==> config.mk <==
export PLATFORM = sky130hd
export DESIGN_NAME = lpht_ram
export DESIGN_NICKNAME = d
export VERILOG_FILES = /design/src/rtl/assert_macros.svh /design/src/rtl/lpht_ram.sv
export SDC_FILE = /design/constraint.sdc
export NUM_CORES = 1
export LEC_CHECK = 0
export ABC_AREA = 1
export CORE_MARGIN = 5
export CORE_UTILIZATION = 55
export DETAILED_ROUTE_END_ITERATION = 8
export DONT_BUFFER_PORTS = 1
export HOLD_SLACK_MARGIN = 0.03
export PLACE_DENSITY = 0.81
export SYNTH_ARGS = -nofsm -noshare
export SYNTH_HDL_FRONTEND = slang
export SYNTH_SLANG_ARGS = --single-unit
==> constraint.sdc <==
create_clock -name clk_i -period 2 [get_ports clk_i]
set_clock_uncertainty 0.05 [all_clocks]
set_input_delay 0.3 -clock clk_i [delete_from_list [all_inputs] [get_ports clk_i]]
set_output_delay 0.3 -clock clk_i [all_outputs]
set_load 0.02 [all_outputs]
==> src/rtl/assert_macros.svh <==
`ifndef ASSERT_MACROS_SVH
`define ASSERT_MACROS_SVH

// Condition must never hold while out of reset.
`define ASSERT_NEVER(lbl, clk, rst_n, cond) \
  lbl: assert property (@(posedge clk) disable iff (!rst_n) !(cond)) \
    else $error("assertion failed: forbidden condition");

// Antecedent implies consequent in the same cycle.
`define ASSERT_IMPLIES(lbl, clk, rst_n, ante, cons) \
  lbl: assert property (@(posedge clk) disable iff (!rst_n) (ante) |-> (cons)) \
    else $error("assertion failed: implication");

`endif

==> src/rtl/lpht_ram.sv <==
module lpht_ram #(
  parameter int WIDTH = 8,
  parameter int DEPTH = 64,
  localparam int AW = $clog2(DEPTH)
) (
  input  logic             clk_i,
  input  logic             rd_en_i,
  input  logic [AW-1:0]    rd_addr_i,
  output logic [WIDTH-1:0] rd_data_o,
  input  logic             wr_en_i,
  input  logic [AW-1:0]    wr_addr_i,
  input  logic [WIDTH-1:0] wr_data_i
);

  logic [WIDTH-1:0] mem_q [DEPTH];
  logic [WIDTH-1:0] rd_data_q;

  // Write port
  always_ff @(posedge clk_i) begin
    if (wr_en_i) begin
      mem_q[wr_addr_i] <= wr_data_i;
    end
  end

  // Registered read port
  always_ff @(posedge clk_i) begin
    if (rd_en_i) begin
      rd_data_q <= mem_q[rd_addr_i];
    end
  end

  assign rd_data_o = rd_data_q;

endmodule

==> metrics.md, run 1 <==
| Metric | Value |
|---|---|
| Number of remaining DRC errors | 0 |
| H-tree level count | 2 |
| Min-Delay Path Class | in2reg |
| Tot GR Track Use | 24.2% |
| DR WL/cell | 22.0 µm |
| Num rows | 72 |
| Placed cell area | 0.0221 mm² |
| Mean Syn Cell Area | 11.9 µm² |
| CTS tree | done |
| Post-route ant nets | 0 |
| TritonCTS Sinks | 520 |
| Die footprint | 0.0430 mm² |
| Fin nets | 1877 |
| DR pass1 iterations | 8 |
| Pin count of the biggest net entering global routing | 258 |
| Die H | 207 µm |
| Crit end category | flop |
| Most instantiated library cell after synthesis | nand2_1 |
| Drt first-iter violations | 2051 |
| EDFF count, synth | 520 |
| Area delta synth->final | 11.9% |
| Clk root buf | clkbuf_16 |
| Number of vias per cell | 6.02 |
| PwrDens | 939 mW/mm² |
| Async S/R FF share, synth | 0% |
| Most used flip-flop cell after synthesis | edfxtp_1 |
| Period utilization | 99.4% |
| Post-DP HPWL | 29600 µm |
| Actual slew at the worst max-slew pin | 651 ps |
| Unrepaired setup endpoints after global routing | yes |
| CP max FO | 257 |
| Cells after Synth | 1805 |
| Die Wd | 207 µm |
| Post-Route WL | 53100 µm |
| Vias in the first global route | 14500 |
| Netlist Area Pre-Place | 0.0214 mm² |
| Final setup violation count | 0 |
| Initial core utilization | 55.6% |
| Worst Slack Setup Final | 12.1 ps |
| # Post-CTS Setup Buffers | 0 |
| Status | finished, final reports clean |
| Final Non-Filler Cells | 2416 |
| Final slew viol count | 0 |
| Setup WS pre-CTS | 5.16 ps |
| Synth Warn # | 0 |
| Final Util | 62.1% |
| Sequential share of the synthesized area | 72.9% |
| MaxCap Viol Count | 0 |
| Cts bufs inserted | 51 |
| Total number of vias | 14500 |
| Most frequent cells after synthesis | nand2_1 (648), edfxtp_1 (520), nand3_1 (439), nor2_1 (56), buf_2 (37) |
| FMAX | 503 MHz |
| Startpoint Class | input pin |
| Design Area, Final | 0.0240 mm² |
| I/O Buffers | 0 |
| Syn_nets | 1828 |
| Worst stage delay on the critical path | 580 ps |
| Cell breakdown of the critical path | inv_8, buf_4, nand2_1, nand3_1, nand3_1, nand2_1, nand2_1, nand3_1, nand3_1, dlygate4sd3_1, nand2_1 |
| Top cells by area in the synthesized netlist | edfxtp_1 (73%), nand2_1 (11%), nand3_1 (10%) |
| Crit path kind | in2reg |
| Max Root-Sink Buffers | 3 |
| Peak VDD IR | 0.000812 V |
| Final hold vios | 0 |
| Clock latency on the worst-skew pair | 580 ps |
| Slew HR | 56.6% |
| First-pass GRT wire length | 81900 µm |
| Synth top area share | 72.9% |
| Core ar. | 0.0386 mm² |
| Number of antenna violations at the first check in global routing | 0 |
| Fin crit period | 1990 ps |
| Slowest CP cell | dlygate4sd3_1 |
| Static Leak | 0.00870 µW |
| Yosys top cell by area | edfxtp_1 |
| Ports | 31 |
| Layout cells sized above 1 | 9.59% |
| Synth unique cells | 15 |
| Clk slew on worst S/H paths | 60 ps |
| Data required, critical path | 2400 ps |
| # placed instances | 2305 |
| Total power | 22500 µW |
| Arr. time, crit path | 2390 ps |
| Global route total overflow | 0 |
| Gpl congestion | 0.907 |
| Post-synthesis register bit count | 520 |
[registers in the layout (all words and copies together) (netlist names)]
register,flops
mem_q,512
rd_data_o,8
[per-layer routing]
metal,part of all wire (%),vias up,track usage (%)
met2,47,961,38.5
li1,-,6456,-
met1,37,6944,32.7
met5,0,-,0
met3,13,178,5.98
met4,3.9,0,8.96
[power breakdown]
| part | leakage, µW | switching (µW) | internal [µW] |
|---|---|---|---|
| sequential | 0.00469 | 56.4 | 12100 |
| clock | 0.000778 | 3980 | 5150 |
| combinational | 0.00323 | 859 | 376 |
[path summary, 6_finish.rpt]
check                                   from      endpoint  slack, ps  cells after the start
worst max-delay path            rd_addr_i[0]  rd_data_o[2]         10                     11
worst min-delay path            wr_data_i[2]  mem_q[31][2]         50                      1
worst max register to register  mem_q[57][2]  rd_data_o[2]         50                      9
worst min register to register  mem_q[22][6]  rd_data_o[6]        870                      8
[timing repair]
action / in CTS / in global routing
hold endpoints to repair: 528 / 0
setup endpoints to repair: 0 / 2
resized for setup: 0 / 4
hold buffers: 14 / 0
[layout make-up]
type | count | area [µm²]
Timing Repair Buffer | 109 | 1090
Tap cell | 518 | 648
Inverter | 12 | 53.8
Fill cell | 2860 | 14600
Clock buffer | 61 | 1340
Sequential cell | 520 | 15600
Multi-Input combinational cell | 1160 | 4960
Clock inverter | 35 | 255
Antenna cell | 1 | 2.50
[worst max-delay path, delay by kind of cell]
kind / cells / cell delay, ps
buffers and inverters: 3 / 1220
and+or+nand+nor: 8 / 720
[metrics by stage]
step / setup TNS, ps / hold slack, ps
global placement: 0 / 355
detailed placement: 0 / 356
global route: -0.564 / 39.6
finish: 0 / 49.4
floorplan: -7430 / 349
CTS: 0 / 34.5
[cell usage in the layout (no fill, tap or decap), drive strengths merged]
master         n
nor4           8
nand3        439
buf          103
edfxtp       520
inv           12
clkbuf        61
nand4          9
diode          1
nor2          56
clkinvlp       3
nand2        648
bufinv         3
dlygate4sd3    6
clkinv        29
[logic make-up (layout without fill, tap and decap cells)]
logic type / Yosys count / count (layout) / share of synthesized area, %
and+or+nand+nor: 1160 / 1160 / 23.1
buffers and inverters: 125 / 217 / 4.01
DFF: 520 / 520 / 72.9
other: 0 / 1 / 0
Note: power is estimated with default switching activity, not from simulation.
==> run 2: changes to the inputs <==
- ABC_AREA: 1 -> default
==> run 2 against run 1 <==
The run now ends with negative hold slack, negative setup slack left. Die area fell by 5.2%. Clock-buffer cell count fell by 5. Largest cell class unchanged. Highest routed layer is now met5. Non-clock buffer count did not move. Critical path type is now reg2reg. Cell area fell by 3.0%. Critical path depth fell by 6. Total power fell by 0.47%. First-iteration DRC count fell by 39%.
==> metrics.md, run 2 <==
| Metric | Value |
|---|---|
| Status | complete, but fails checks |
| Failing checks | negative hold slack, negative setup slack |
| CP max FO | 1 (-99.6%) |
| Worst Slack Setup Final | -47.5 ps (-59.6 ps) |
| Tot GR Track Use | 22.6% (-1.6 points) |
| WHS Path Cells | 1 (unchanged) |
| Number of remaining DRC errors | 0 (unchanged) |
| R2R cell count | 5 (-4) |
| Most instantiated library cell after synthesis | edfxtp_1 |
| Crit path kind | reg2reg |
| Pint | 18000 µW (+2.0%) |
| Reg2Reg Setup Slack | -50 ps (-100 ps) |
| Area of the multi-input gates | 0.00443 mm² (-11%) |
| Worst stage delay on the critical path | 520 ps (-60 ps) |
| Register area | 0.0156 mm² (unchanged) |
| Most used flip-flop cell after synthesis | edfxtp_1 |
| Num rows | 70 (-2.8%) |
| Mean Syn Cell Area | 21.5 µm² (+82%) |
| Layout cells sized above 1 | 30.6% (+21 points) |
| Cell mode on critical path | mux4_2 |
| EDFF count, synth | 520 (unchanged) |
| Gpl congestion | 0.828 (-8.8%) |
| Synth Warn # | 0 (unchanged) |
| Antenna Cells | 0 (-1) |
| Commonest cells after routing, fill and taps aside | edfxtp_1 (520), mux4_2 (126), buf_4 (96) |
| I/O Buffers | 0 (unchanged) |
| Most frequent cells after synthesis | edfxtp_1 (520), mux4_2 (126), nor2_1 (83), mux2i_1 (23), nand2_1 (19) |
| Data required, critical path | 2270 ps (-130 ps) |
| Top cells by area in the synthesized netlist | edfxtp_1 (77%), mux4_2 (14%), nor2_1 (1.5%) |
| Vias in the first global route | 10200 (-29%) |
| Number of vias per cell | 6.45 (+7.2%) |
| Die H | 202 µm (-2.6%) |
| Global route total overflow | 0 (unchanged) |
| Post-synthesis register bit count | 520 (unchanged) |
| FMAX | 488 MHz (-2.9%) |
| Number of antenna violations at the first check in global routing | 1 (+1) |
| Startpoint Class | flop |
| Actual slew at the worst max-slew pin | 794 ps (+143 ps) |
| Most common cell after layout, fill and taps aside | edfxtp_1 |
| Net switching share of the total power | 19.8% (-1.9 points) |
| Unrepaired setup endpoints after global routing | yes |
| Hold slack | -81.6 ps (-131 ps) |
| Min-Delay Path Class | in2reg |
| Sequential share of the synthesized area | 77.1% (+4.2 points) |
| Post-DP HPWL | 25300 µm (-15%) |
| First-pass GRT wire length | 68100 µm (-17%) |
| Hold endpoint | rd_data_o[3] |
| Total number of vias | 10100 (-31%) |
| Initial core utilization | 55.6% (about the same) |
| Netlist Area Pre-Place | 0.0202 mm² (-5.5%) |
| Core ar. | 0.0364 mm² (-5.5%) |
| Pin count of the biggest net entering global routing | 138 (-47%) |
| DR WL/cell | 29.4 µm (+34%) |
| Fin Setup TNS | -47.5 ps (-47.5 ps) |
| Crit end category | flop |
| Psw | 4430 µW (-9.4%) |
| Clk root buf | clkbuf_16 |
| Cts bufs inserted | 49 (-3.9%) |
| DR pass1 iterations | 5 (-3) |
| Synth unique cells | 39 (+24) |
| Slew HR | 46.6% (-10 points) |
| Async S/R FF share, synth | 0% (unchanged) |
| Design Area, Final | 0.0232 mm² (-3.0%) |
| H-tree level count | 2 (unchanged) |
| Fin crit period | 2050 ps (+59.6 ps) |
| Drt first-iter violations | 1255 (-39%) |
| Final setup violation count | 1 (+1) |
| Final hold vios | 7 (+7) |
| Post-route ant nets | 0 (unchanged) |
| Hold Startpoint | rd_addr_i[5] |
| Clock share of power | 41.7% (+1.2 points) |
| Final slew viol count | 0 (unchanged) |
| # Post-CTS Setup Buffers | 0 (unchanged) |
| Final Non-Filler Cells | 1558 (-36%) |
| Combinational Power Share | 4.1% (-1.4 points) |
| Yosys top cell by area | edfxtp_1 |
| Max Root-Sink Buffers | 3 (unchanged) |
| Placed cell area | 0.0212 mm² (-3.8%) |
| Clock latency on the worst-skew pair | 560 ps (-20 ps) |
| Worst reg2reg path endpoint | rd_data_o[0] |
| Sequential share of power | 54.2% (+0.2 points) |
| Peak VDD IR | 0.000694 V (-15%) |
| Cell breakdown of the critical path | mux4_2, mux4_2, nor2_4, nor3_4, o2bb2ai_2 |
| Period utilization | 102% (+3.0 points) |
| Cells after Synth | 940 (-48%) |
| Static Leak | 0.00742 µW (-15%) |
| Post-Route WL | 45900 µm (-14%) |
| Arr. time, crit path | 2320 ps (-70 ps) |
| Die footprint | 0.0407 mm² (-5.2%) |
| CTS tree | done |
| # placed instances | 1453 (-37%) |
| Ports | 31 (unchanged) |
| Syn_nets | 963 (-47%) |
| Largest register FFs | 512 (unchanged) |
| Total power | 22400 µW (-0.47%) |
| MaxCap Viol Count | 0 (unchanged) |
| Slowest CP cell | mux4_2 |
| PwrDens | 963 mW/mm² (+2.6%) |
| Area delta synth->final | 14.8% |
| TritonCTS Sinks | 520 (unchanged) |
| Clk slew on worst S/H paths | 60 ps (about the same) |
| Synth top area share | 77.1% (+4.2 points) |
| Top reg by flops | mem_q |
| R2R Path Start | mem_q[4][0] |
| Fin nets | 1072 (-43%) |
| FILL cells | 2302 (-20%) |
| Die Wd | 202 µm (-2.6%) |
==> run 2: worst max path at each step <==
| stage | from | endpoint | cells after the start |
|---|---|---|---|
| final | mem_q[4][0] | rd_data_o[0] | 5 |
| after global routing | mem_q[11][0] | rd_data_o[0] | 5 |
| after CTS | mem_q[7][0] | rd_data_o[0] | 5 |
| after detailed placement | rd_addr_i[0] | rd_data_o[7] | 4 |
| after global placement | rd_addr_i[0] | rd_data_o[3] | 5 |
| after floorplan | rd_addr_i[0] | rd_data_o[7] | 7 |
==> run 2: per-stage QoR <==
stage / util, % / worst slack (ps)
detailed placement: 58.3 / -177
global placement: 58.3 / -141
finish: 63.8 / -47.5
global route: 63.8 / -70.2
floorplan: - / -35.3
CTS: 63.6 / -23.9
==> run 2: kinds of logic after synthesis <==
| family | Yosys count | share of synthesized area (%) |
|---|---|---|
| simple gates | 153 | 3.37 |
| flops | 520 | 77.1 |
| buf+inv | 51 | 1.56 |
| mux | 162 | 15.9 |
| compound gates | 54 | 2.06 |
==> run 2: area by class of cell <==
cell class | count | area share [%]
clock buffer | 56 | 5.57
clock inverter | 36 | 1.44
multi-input combinational | 369 | 19.0
sequential | 520 | 67.2
tap | 468 | 2.52
timing repair buffer | 109 | 4.26
==> run 2: power by group through the flow <==
stage / clock network (µW) / registers (µW) / logic (µW)
after floorplan: 0 / 12400 / 652
after global placement: 0 / 12400 / 617
after detailed placement: 0 / 12400 / 629
after CTS: 9450 / 12100 / 881
after global routing: 9990 / 12100 / 950
final: 9350 / 12100 / 908
==> run 2: repair_timing <==
action / CTS / global route
setup endpoints to repair: 5 / 8
hold buffers: 12 / 1
hold endpoints to repair: 533 / 7
gates resized for setup: 14 / 9
pin swaps: 2 / 3
==> run 2: worst max-delay path: cells and delay by family (launching register included) <==
kind | cells | cell delay, ps
simple gates | 2 | 200
compound gates | 1 | 150
flops | 1 | 400
mux | 2 | 1000
==> run 2: layer usage <==
metal | wire length [µm] | vias to the layer above | GRT usage [%] | share of wire [%]
li1 | - | 4148 | - | -
met1 | 16800 | 5231 | 31.1 | 37
met2 | 23100 | 592 | 36.7 | 50
met3 | 4910 | 80 | 5.94 | 11
met4 | 1070 | 2 | 6.03 | 2.3
met5 | 13 | - | 0 | 0.028
