[config.mk]
export PLATFORM = sky130hd
export DESIGN_NAME = lpht_ctrl
export DESIGN_NICKNAME = d
export VERILOG_FILES = /design/src/rtl/assert_macros.svh /design/src/rtl/lpht_pkg.sv /design/src/rtl/lpht_ctrl.sv
export SDC_FILE = /design/constraint.sdc
export NUM_CORES = 1
export LEC_CHECK = 0
export ABC_AREA = 1
export BUFFER_PORTS_ARGS = -buffer_cell sky130_fd_sc_hd__buf_2
export CAP_MARGIN = 10
export CORE_AREA = 3 3 366 368
export DETAILED_ROUTE_END_ITERATION = 8
export DIE_AREA = 0 0 369 371
export PLACE_DENSITY = 0.4
export SYNTH_ARGS = -nofsm -noshare
export SYNTH_HDL_FRONTEND = slang
export SYNTH_SLANG_ARGS = --single-unit
[constraint.sdc]
create_clock -name clk_i -period 34.6 [get_ports clk_i]
set_clock_uncertainty 0.2 [all_clocks]
set_input_delay 6.92 -clock clk_i [delete_from_list [all_inputs] [get_ports clk_i]]
set_output_delay 6.92 -clock clk_i [all_outputs]
set_load 0.1 [all_outputs]
[src/rtl/assert_macros.svh]
`ifndef ASSERT_MACROS_SVH
`define ASSERT_MACROS_SVH

// Condition must never hold while out of reset.
`define ASSERT_NEVER(lbl, clk, rst_n, cond) \
  lbl: assert property (@(posedge clk) disable iff (!rst_n) !(cond)) \
    else $error("assertion failed: forbidden condition");

// Antecedent implies consequent in the same cycle.
`define ASSERT_IMPLIES(lbl, clk, rst_n, ante, cons) \
  lbl: assert property (@(posedge clk) disable iff (!rst_n) (ante) |-> (cons)) \
    else $error("assertion failed: implication");

`endif

[src/rtl/lpht_pkg.sv]
package lpht_pkg;

  localparam int CAPACITY_DEF  = 64;
  localparam int KEY_MAX_BYTES = 28;
  localparam int KEY_BITS      = 8 * KEY_MAX_BYTES;

  typedef enum logic [1:0] {
    MODE_INSERT = 2'd0,
    MODE_LOOKUP = 2'd1,
    MODE_DELETE = 2'd2,
    MODE_NOP    = 2'd3
  } mode_e;

  typedef enum logic [1:0] {
    STATUS_OK       = 2'd0,
    STATUS_MISS     = 2'd1,
    STATUS_FULL     = 2'd2,
    STATUS_NOT_LIVE = 2'd3
  } status_e;

  typedef enum logic [1:0] {
    SLOT_EMPTY = 2'd0,
    SLOT_LIVE  = 2'd1,
    SLOT_TOMB  = 2'd2
  } slot_e;

  typedef enum logic [2:0] {
    FSM_CLEAR,
    FSM_IDLE,
    FSM_HASH,
    FSM_PROBE,
    FSM_RESP
  } fsm_e;

  typedef struct packed {
    logic [1:0]  mode;
    logic [63:0] key_hash;
    logic [4:0]  key_length;
    logic [63:0] key_word0;
    logic [63:0] key_word1;
    logic [63:0] key_word2;
    logic [31:0] key_word3;
    logic [5:0]  slot_handle;
  } in_t;

  typedef struct packed {
    logic [1:0] status;
    logic [5:0] slot_index;
    logic       compaction_advised;
    logic [6:0] live_count;
    logic [6:0] tombstone_count;
  } out_t;

  // Contents of one slot
  typedef struct packed {
    logic [63:0]         key_hash;
    logic [4:0]          key_length;
    logic [KEY_BITS-1:0] key;
  } entry_t;

  // Byte mask of the valid key bytes
  function automatic logic [KEY_BITS-1:0] key_mask(input logic [4:0] len);
    logic [KEY_BITS-1:0] m;
    m = '0;
    for (int i = 0; i < KEY_MAX_BYTES; i++) begin
      m[8*i +: 8] = {8{(5'(i) < len)}};
    end
    return m;
  endfunction

endpackage

[src/rtl/lpht_ctrl.sv]
module lpht_ctrl #(
  parameter int CAPACITY = lpht_pkg::CAPACITY_DEF,
  localparam int IDX_W = $clog2(CAPACITY)
) (
  input  logic               clk_i,
  input  logic               rst_ni,
  input  logic               in_valid_i,
  output logic               in_stall_o,
  input  lpht_pkg::in_t      in_i,
  output logic               out_valid_o,
  input  logic               out_stall_i,
  output lpht_pkg::out_t     out_o,
  output logic               rd_en_o,
  output logic [IDX_W-1:0]   rd_addr_o,
  input  logic [1:0]         st_rd_data_i,
  input  lpht_pkg::entry_t   dt_rd_data_i,
  output logic [IDX_W-1:0]   wr_addr_o,
  output logic               st_wr_en_o,
  output logic [1:0]         st_wr_data_o,
  output logic               dt_wr_en_o,
  output lpht_pkg::entry_t   dt_wr_data_o
);

  import lpht_pkg::*;

  localparam int  CW   = $clog2(CAPACITY + 1);
  localparam bit  POW2 = ((CAPACITY & (CAPACITY - 1)) == 0);

  fsm_e               fsm_q, fsm_d;
  in_t                item_q, item_d;
  logic [IDX_W-1:0]   s_q, s_d;
  logic [CW-1:0]      n_q, n_d;
  logic [2:0]         chunk_q, chunk_d;
  logic [IDX_W-1:0]   rem_q, rem_d;
  logic [63:0]        hsh_q, hsh_d;
  logic [CW-1:0]      live_q, live_d;
  logic [CW-1:0]      tomb_q, tomb_d;
  logic [IDX_W-1:0]   clr_q, clr_d;
  status_e            res_status_q, res_status_d;
  logic [5:0]         res_index_q, res_index_d;
  out_t               out_q, out_d;
  logic               out_valid_q, out_valid_d;

  logic [KEY_BITS-1:0] key_in;
  logic                full_now;
  logic                last_probe;
  logic [IDX_W-1:0]    s_next;
  logic                key_match;
  logic [IDX_W:0]      rem_v;

  assign key_in     = {item_q.key_word3, item_q.key_word2, item_q.key_word1, item_q.key_word0};
  assign full_now   = ((CW+2)'(live_q) * (CW+2)'(3)) > (CW+2)'(2 * CAPACITY);
  assign last_probe = (n_q == CW'(CAPACITY - 1));
  assign s_next     = (s_q == IDX_W'(CAPACITY - 1)) ? '0 : s_q + 1'b1;
  assign key_match  = (dt_rd_data_i.key_hash == item_q.key_hash) &&
                      (dt_rd_data_i.key_length == item_q.key_length) &&
                      (((dt_rd_data_i.key ^ key_in) & key_mask(item_q.key_length)) == '0);

  // Fold eight hash bits into the running remainder, most significant first
  always_comb begin
    rem_v = {1'b0, rem_q};
    for (int b = 7; b >= 0; b--) begin
      rem_v = {rem_v[IDX_W-1:0], hsh_q[56 + b]};
      if (rem_v >= (IDX_W+1)'(CAPACITY)) begin
        rem_v = rem_v - (IDX_W+1)'(CAPACITY);
      end
    end
  end

  // Next state and memory requests
  always_comb begin
    fsm_d        = fsm_q;
    item_d       = item_q;
    s_d          = s_q;
    n_d          = n_q;
    chunk_d      = chunk_q;
    rem_d        = rem_q;
    hsh_d        = hsh_q;
    live_d       = live_q;
    tomb_d       = tomb_q;
    clr_d        = clr_q;
    res_status_d = res_status_q;
    res_index_d  = res_index_q;
    out_d        = out_q;
    out_valid_d  = out_valid_q && out_stall_i;
    rd_en_o      = 1'b0;
    rd_addr_o    = s_q;
    wr_addr_o    = s_q;
    st_wr_en_o   = 1'b0;
    st_wr_data_o = SLOT_EMPTY;
    dt_wr_en_o   = 1'b0;
    dt_wr_data_o = '{key_hash: item_q.key_hash, key_length: item_q.key_length, key: key_in};

    case (fsm_q)
      FSM_CLEAR: begin
        // Sweep the slot states to empty
        st_wr_en_o = 1'b1;
        wr_addr_o  = clr_q;
        clr_d      = clr_q + 1'b1;
        if (clr_q == IDX_W'(CAPACITY - 1)) begin
          fsm_d = FSM_IDLE;
        end
      end

      FSM_IDLE: begin
        if (in_valid_i) begin
          item_d = in_i;
          if (in_i.key_length > 5'(KEY_MAX_BYTES)) begin
            item_d.key_length = 5'(KEY_MAX_BYTES);
          end
          n_d         = '0;
          chunk_d     = '0;
          rem_d       = '0;
          hsh_d       = in_i.key_hash;
          res_index_d = '0;
          case (mode_e'(in_i.mode))
            MODE_INSERT, MODE_LOOKUP: begin
              if ((mode_e'(in_i.mode) == MODE_INSERT) && full_now) begin
                res_status_d = STATUS_FULL;
                fsm_d        = FSM_RESP;
              end else if (POW2) begin
                s_d       = in_i.key_hash[IDX_W-1:0];
                rd_en_o   = 1'b1;
                rd_addr_o = in_i.key_hash[IDX_W-1:0];
                fsm_d     = FSM_PROBE;
              end else begin
                fsm_d = FSM_HASH;
              end
            end
            MODE_DELETE: begin
              res_index_d = in_i.slot_handle;
              if (int'(in_i.slot_handle) < CAPACITY) begin
                s_d       = IDX_W'(in_i.slot_handle);
                rd_en_o   = 1'b1;
                rd_addr_o = IDX_W'(in_i.slot_handle);
                fsm_d     = FSM_PROBE;
              end else begin
                res_status_d = STATUS_NOT_LIVE;
                fsm_d        = FSM_RESP;
              end
            end
            default: begin
              res_status_d = STATUS_MISS;
              fsm_d        = FSM_RESP;
            end
          endcase
        end
      end

      FSM_HASH: begin
        // Reduce the hash modulo the capacity, one byte per cycle
        rem_d   = rem_v[IDX_W-1:0];
        hsh_d   = hsh_q << 8;
        chunk_d = chunk_q + 1'b1;
        if (chunk_q == 3'd7) begin
          s_d       = rem_v[IDX_W-1:0];
          rd_en_o   = 1'b1;
          rd_addr_o = rem_v[IDX_W-1:0];
          fsm_d     = FSM_PROBE;
        end
      end

      FSM_PROBE: begin
        case (mode_e'(item_q.mode))
          MODE_INSERT: begin
            if (st_rd_data_i != SLOT_LIVE) begin
              // Claim the slot
              st_wr_en_o   = 1'b1;
              st_wr_data_o = SLOT_LIVE;
              dt_wr_en_o   = 1'b1;
              if ((st_rd_data_i == SLOT_TOMB) && (tomb_q != '0)) begin
                tomb_d = tomb_q - 1'b1;
              end
              live_d       = live_q + 1'b1;
              res_status_d = STATUS_OK;
              res_index_d  = 6'(s_q);
              fsm_d        = FSM_RESP;
            end else if (last_probe) begin
              res_status_d = STATUS_FULL;
              fsm_d        = FSM_RESP;
            end else begin
              s_d       = s_next;
              n_d       = n_q + 1'b1;
              rd_en_o   = 1'b1;
              rd_addr_o = s_next;
            end
          end
          MODE_LOOKUP: begin
            if (st_rd_data_i == SLOT_EMPTY) begin
              res_status_d = STATUS_MISS;
              fsm_d        = FSM_RESP;
            end else if ((st_rd_data_i == SLOT_LIVE) && key_match) begin
              res_status_d = STATUS_OK;
              res_index_d  = 6'(s_q);
              fsm_d        = FSM_RESP;
            end else if (last_probe) begin
              res_status_d = STATUS_MISS;
              fsm_d        = FSM_RESP;
            end else begin
              s_d       = s_next;
              n_d       = n_q + 1'b1;
              rd_en_o   = 1'b1;
              rd_addr_o = s_next;
            end
          end
          MODE_DELETE: begin
            if (st_rd_data_i == SLOT_LIVE) begin
              st_wr_en_o   = 1'b1;
              st_wr_data_o = SLOT_TOMB;
              if (live_q != '0) begin
                live_d = live_q - 1'b1;
              end
              tomb_d       = tomb_q + 1'b1;
              res_status_d = STATUS_OK;
            end else begin
              res_status_d = STATUS_NOT_LIVE;
            end
            fsm_d = FSM_RESP;
          end
          default: begin
            res_status_d = STATUS_MISS;
            fsm_d        = FSM_RESP;
          end
        endcase
      end

      FSM_RESP: begin
        // Load the output register once it is free
        if (!out_valid_q || !out_stall_i) begin
          out_d.status             = res_status_q;
          out_d.slot_index         = res_index_q;
          out_d.compaction_advised = ((CW+2)'(tomb_q) * (CW+2)'(3)) > (CW+2)'(CAPACITY);
          out_d.live_count         = 7'(live_q);
          out_d.tombstone_count    = 7'(tomb_q);
          out_valid_d              = 1'b1;
          fsm_d                    = FSM_IDLE;
        end
      end

      default: begin
        fsm_d = FSM_IDLE;
      end
    endcase
  end

  // Control registers
  always_ff @(posedge clk_i or negedge rst_ni) begin
    if (!rst_ni) begin
      fsm_q       <= FSM_CLEAR;
      live_q      <= '0;
      tomb_q      <= '0;
      clr_q       <= '0;
      out_valid_q <= 1'b0;
    end else begin
      fsm_q       <= fsm_d;
      live_q      <= live_d;
      tomb_q      <= tomb_d;
      clr_q       <= clr_d;
      out_valid_q <= out_valid_d;
    end
  end

  // Payload registers
  always_ff @(posedge clk_i) begin
    item_q       <= item_d;
    s_q          <= s_d;
    n_q          <= n_d;
    chunk_q      <= chunk_d;
    rem_q        <= rem_d;
    hsh_q        <= hsh_d;
    res_status_q <= res_status_d;
    res_index_q  <= res_index_d;
    out_q        <= out_d;
  end

  assign in_stall_o  = (fsm_q != FSM_IDLE);
  assign out_valid_o = out_valid_q;
  assign out_o       = out_q;

endmodule

==> impl_metrics.ini <==
[route]
via_count = 18661
ant_nets = 0
vias_per_cell = 3.697
dr.first_iter.drc_count = 908
wl_per_cell_um = 21.36
drt_wl_total_um = 107800
dr.pass1.iters = 5
drc = 0

[yosys]
yosysUniqueCellTypes = 43
synth_common_cells = 793 x nand2_1, 384 x edfxtp_1, 345 x inv_1
syn-num-nets = 3181
syn_inst = 2546
synth_edf_count = 384
synth.top_cell.area_share_pct = 50.19
yosys_warnings = 0
syn_area_um2 = 22970
avgSynthCellArea_um2 = 9.023
yosysMostFrequentCell = nand2_1
synth_top_cell_by_area = edfxtp_1
async_flop_share_pct = 5.797
synth_area_leaders = edfxtp_1 50%, nand2_1 13%, buf_4 9.6%, inv_1 5.6%, xnor2_1 4.2%
ys_seq_area_share_pct = 53.33
synth-seq-cells = 414
ys.flop_type = edfxtp_1

[critical_path]
path_max_fanout = 8
critical_path.startpoint_type = input port
critPathKind = input port to output port
arrival_ns = 10.05
endpoint_kind = output port
r2r-start = fsm_q[2]
crit_start = st_rd_data_i[1]
worst_ep_required_time_ns = 27.48

[power_and_ir_drop]
ir_drop_uv = 57.90
pwr-share-comb_pct = 45.9
p_leak_nw = 13.72
internal_power_mw = 1.236
seq_power_share_pct = 32.5
p_clk_share_pct = 21.5
p_sw_mw = 1.292
p_per_area_nw_per_um2 = 86.07
swShare_pct = 51.10

[floorplan]
die_y_um = 371
core-area_um2 = 131100
start_util_pct = 17.52
die_area_um2 = 136900
io-pin-count = 935
rows = 133
chipWidth_um = 369

[clock_tree]
cts_max_level = 2
clockRootBuffer = clkbuf_16
cts_resized = 0
clkSlewWorstSetupHoldPaths_ns = 0.06
clkLatencyLatePin_ns = 0.65
cts_tree = built
clock_sinks = 414
cts_hold_buf = 0
clockBufferDepth = 3
postCtsSetupBuffers = 0
cts_buffers = 55

[cells_and_area]
nets = 3866
drive_above_1_share_pct = 32.15
syn2layout_area_growth_pct = 27.82
nFillCells = 14769

[timing]
slew_viol_final = 0
fmax_mhz = 58.25
rsz0062_at_grt = no
min_period_over_period_pct = 49.61
setup_viol = 0
fin_crit_ns = 17.17
hold_viol = 0
maxSlewHeadroom_pct = 25.42
tns_ns = 0
finalWorstSetupSlack_ns = 17.43
worstMarginPinSlew_ns = 1.111

[global_route]
globalRouteTotalUtil_pct = 15.21
grt-ovfl-total = 0
grt_pass1_vias = 18743
grt_pass1_wl_um = 145600
antenna_found_initial = 58
grt_max_degree = 122

[hold_path]
hold_start = res_index_q[5]
hold_path_class = flip-flop to flip-flop

[place]
gp_congestion = 0.9095
io_buffers = 934
hpwl_um = 91670
pre_cts_slack_ns = 17.34

[status]
outcome = completed

[run]
maxCapViolCount = 0
==> worst paths after layout <==
kind	to	slack [ns]	depth (start not counted)
worst min-delay path	out_o[20]	0.22	0
worst max-delay path	rd_addr_o[4]	17.43	17
worst min register to register	out_o[20]	0.22	0
max in group asynchronous	tomb_q[3]	27.63	1
min in group asynchronous	clr_q[1]	6.11	1
worst max register to register	dt_wr_data_o[214]	30.13	8
==> cell families after synthesis <==
logic type	count (synthesis)	synth area share, %
AOI/OAI and AO/OA	165	3.927
xor gates and xnor gates	159	6.062
adders and majority gates	35	2.037
buffers and inverters	671	15.77
DFF	414	53.33
and+or+nand+nor	1102	18.88
==> power groups by stage <==
stage | registers, mW | clock network, mW | logic (mW)
2_1_floorplan | 0.877 | 0 | 0.950
3_3_place_gp | 0.833 | 0 | 1.17
3_5_place_dp | 0.835 | 0 | 1.18
4_1_cts | 0.826 | 0.572 | 1.18
5_1_grt | 0.837 | 0.588 | 1.24
6_report | 0.822 | 0.545 | 1.16
==> worst max-delay path, cell delays in order <==
cell and delay [ns]:
buf_2 0.13, nor2_1 0.40, o21ai_0 0.44, nor2_1 0.18
nand2_1 0.12, nor2_1 0.22, nand3_1 0.11, nor2_1 0.10
nand2_1 0.08, nor2_1 0.15, nand2_1 0.27, nand3_1 0.15
nand3_1 0.08, nand2_1 0.06, nand2_1 0.04, nand3_1 0.13
buf_2 0.45
==> layout by cell type, fill, tap and decap left out, types with 8 or more instances in the layout <==
master / synthesis / final
clkbuf_1: 17 / 15
or2_2: 13 / 13
ha_1: 31 / 31
xor2_1: 50 / 50
buf_4: 293 / 9
nand2_1: 793 / 791
nand3_1: 71 / 71
a21oi_1: 32 / 32
nand4_1: 10 / 10
o22ai_1: 10 / 10
clkinv_1: 2 / 10
dfrtp_1: 24 / 24
inv_2: 8 / 8
o21ai_0: 101 / 101
clkinv_2: 0 / 8
nor2_1: 194 / 192
edfxtp_1: 384 / 384
clkbuf_16: 0 / 55
buf_2: 3 / 934
nor3_1: 10 / 10
xnor2_1: 109 / 109
inv_1: 345 / 345
diode_2: 0 / 23
==> layer usage <==
| metal | up-vias | GRT usage (%) | part of all wire (%) |
|---|---|---|---|
| met2 | 695 | 25.99 | 48 |
| met4 | 38 | 5.659 | 3.5 |
| met3 | 187 | 4.978 | 8.9 |
| met5 | - | 0 | 0.21 |
| met1 | 8587 | 17.65 | 39 |
| li1 | 9154 | - | - |
==> registers in the layout, indices dropped and copies added, names as in the netlist <==
signal	flops
out_o	23
dt_wr_data_o	293
n_q	7
fsm_q	3
item_q	2
chunk_q	3
s_q	6
res_status_q	2
clr_q	6
live_q	7
res_index_q	6
tomb_q	7
out_valid_o	1
hsh_q	48
==> stage by stage <==
stage,power [mW],area [µm²],hold WS [ns],utilization (%),std cells
2_1_floorplan,1.827,22970,0.2003,-,2546
3_5_place_dp,2.011,27660,0.2045,21.09,4929
3_3_place_gp,2.006,27660,0.2046,21.09,4929
5_1_grt,2.667,29330,0.2284,22.36,5032
4_1_cts,2.577,29310,0.2196,22.35,5024
6_report,2.528,29360,0.2193,22.39,5047
==> cell type report <==
cell class                 count  area, µm²  area share (%)
sequential                   414      12250           41.72
tap                         1755       2196           7.478
timing repair buffer         944       4762           16.22
antenna                       23      57.56          0.1960
inverter                     355       1333           4.538
clock inverter                25      217.7          0.7414
multi-input combinational   1461       7114           24.23
clock buffer                  70       1433           4.879
(Power assumes the default switching activity.)
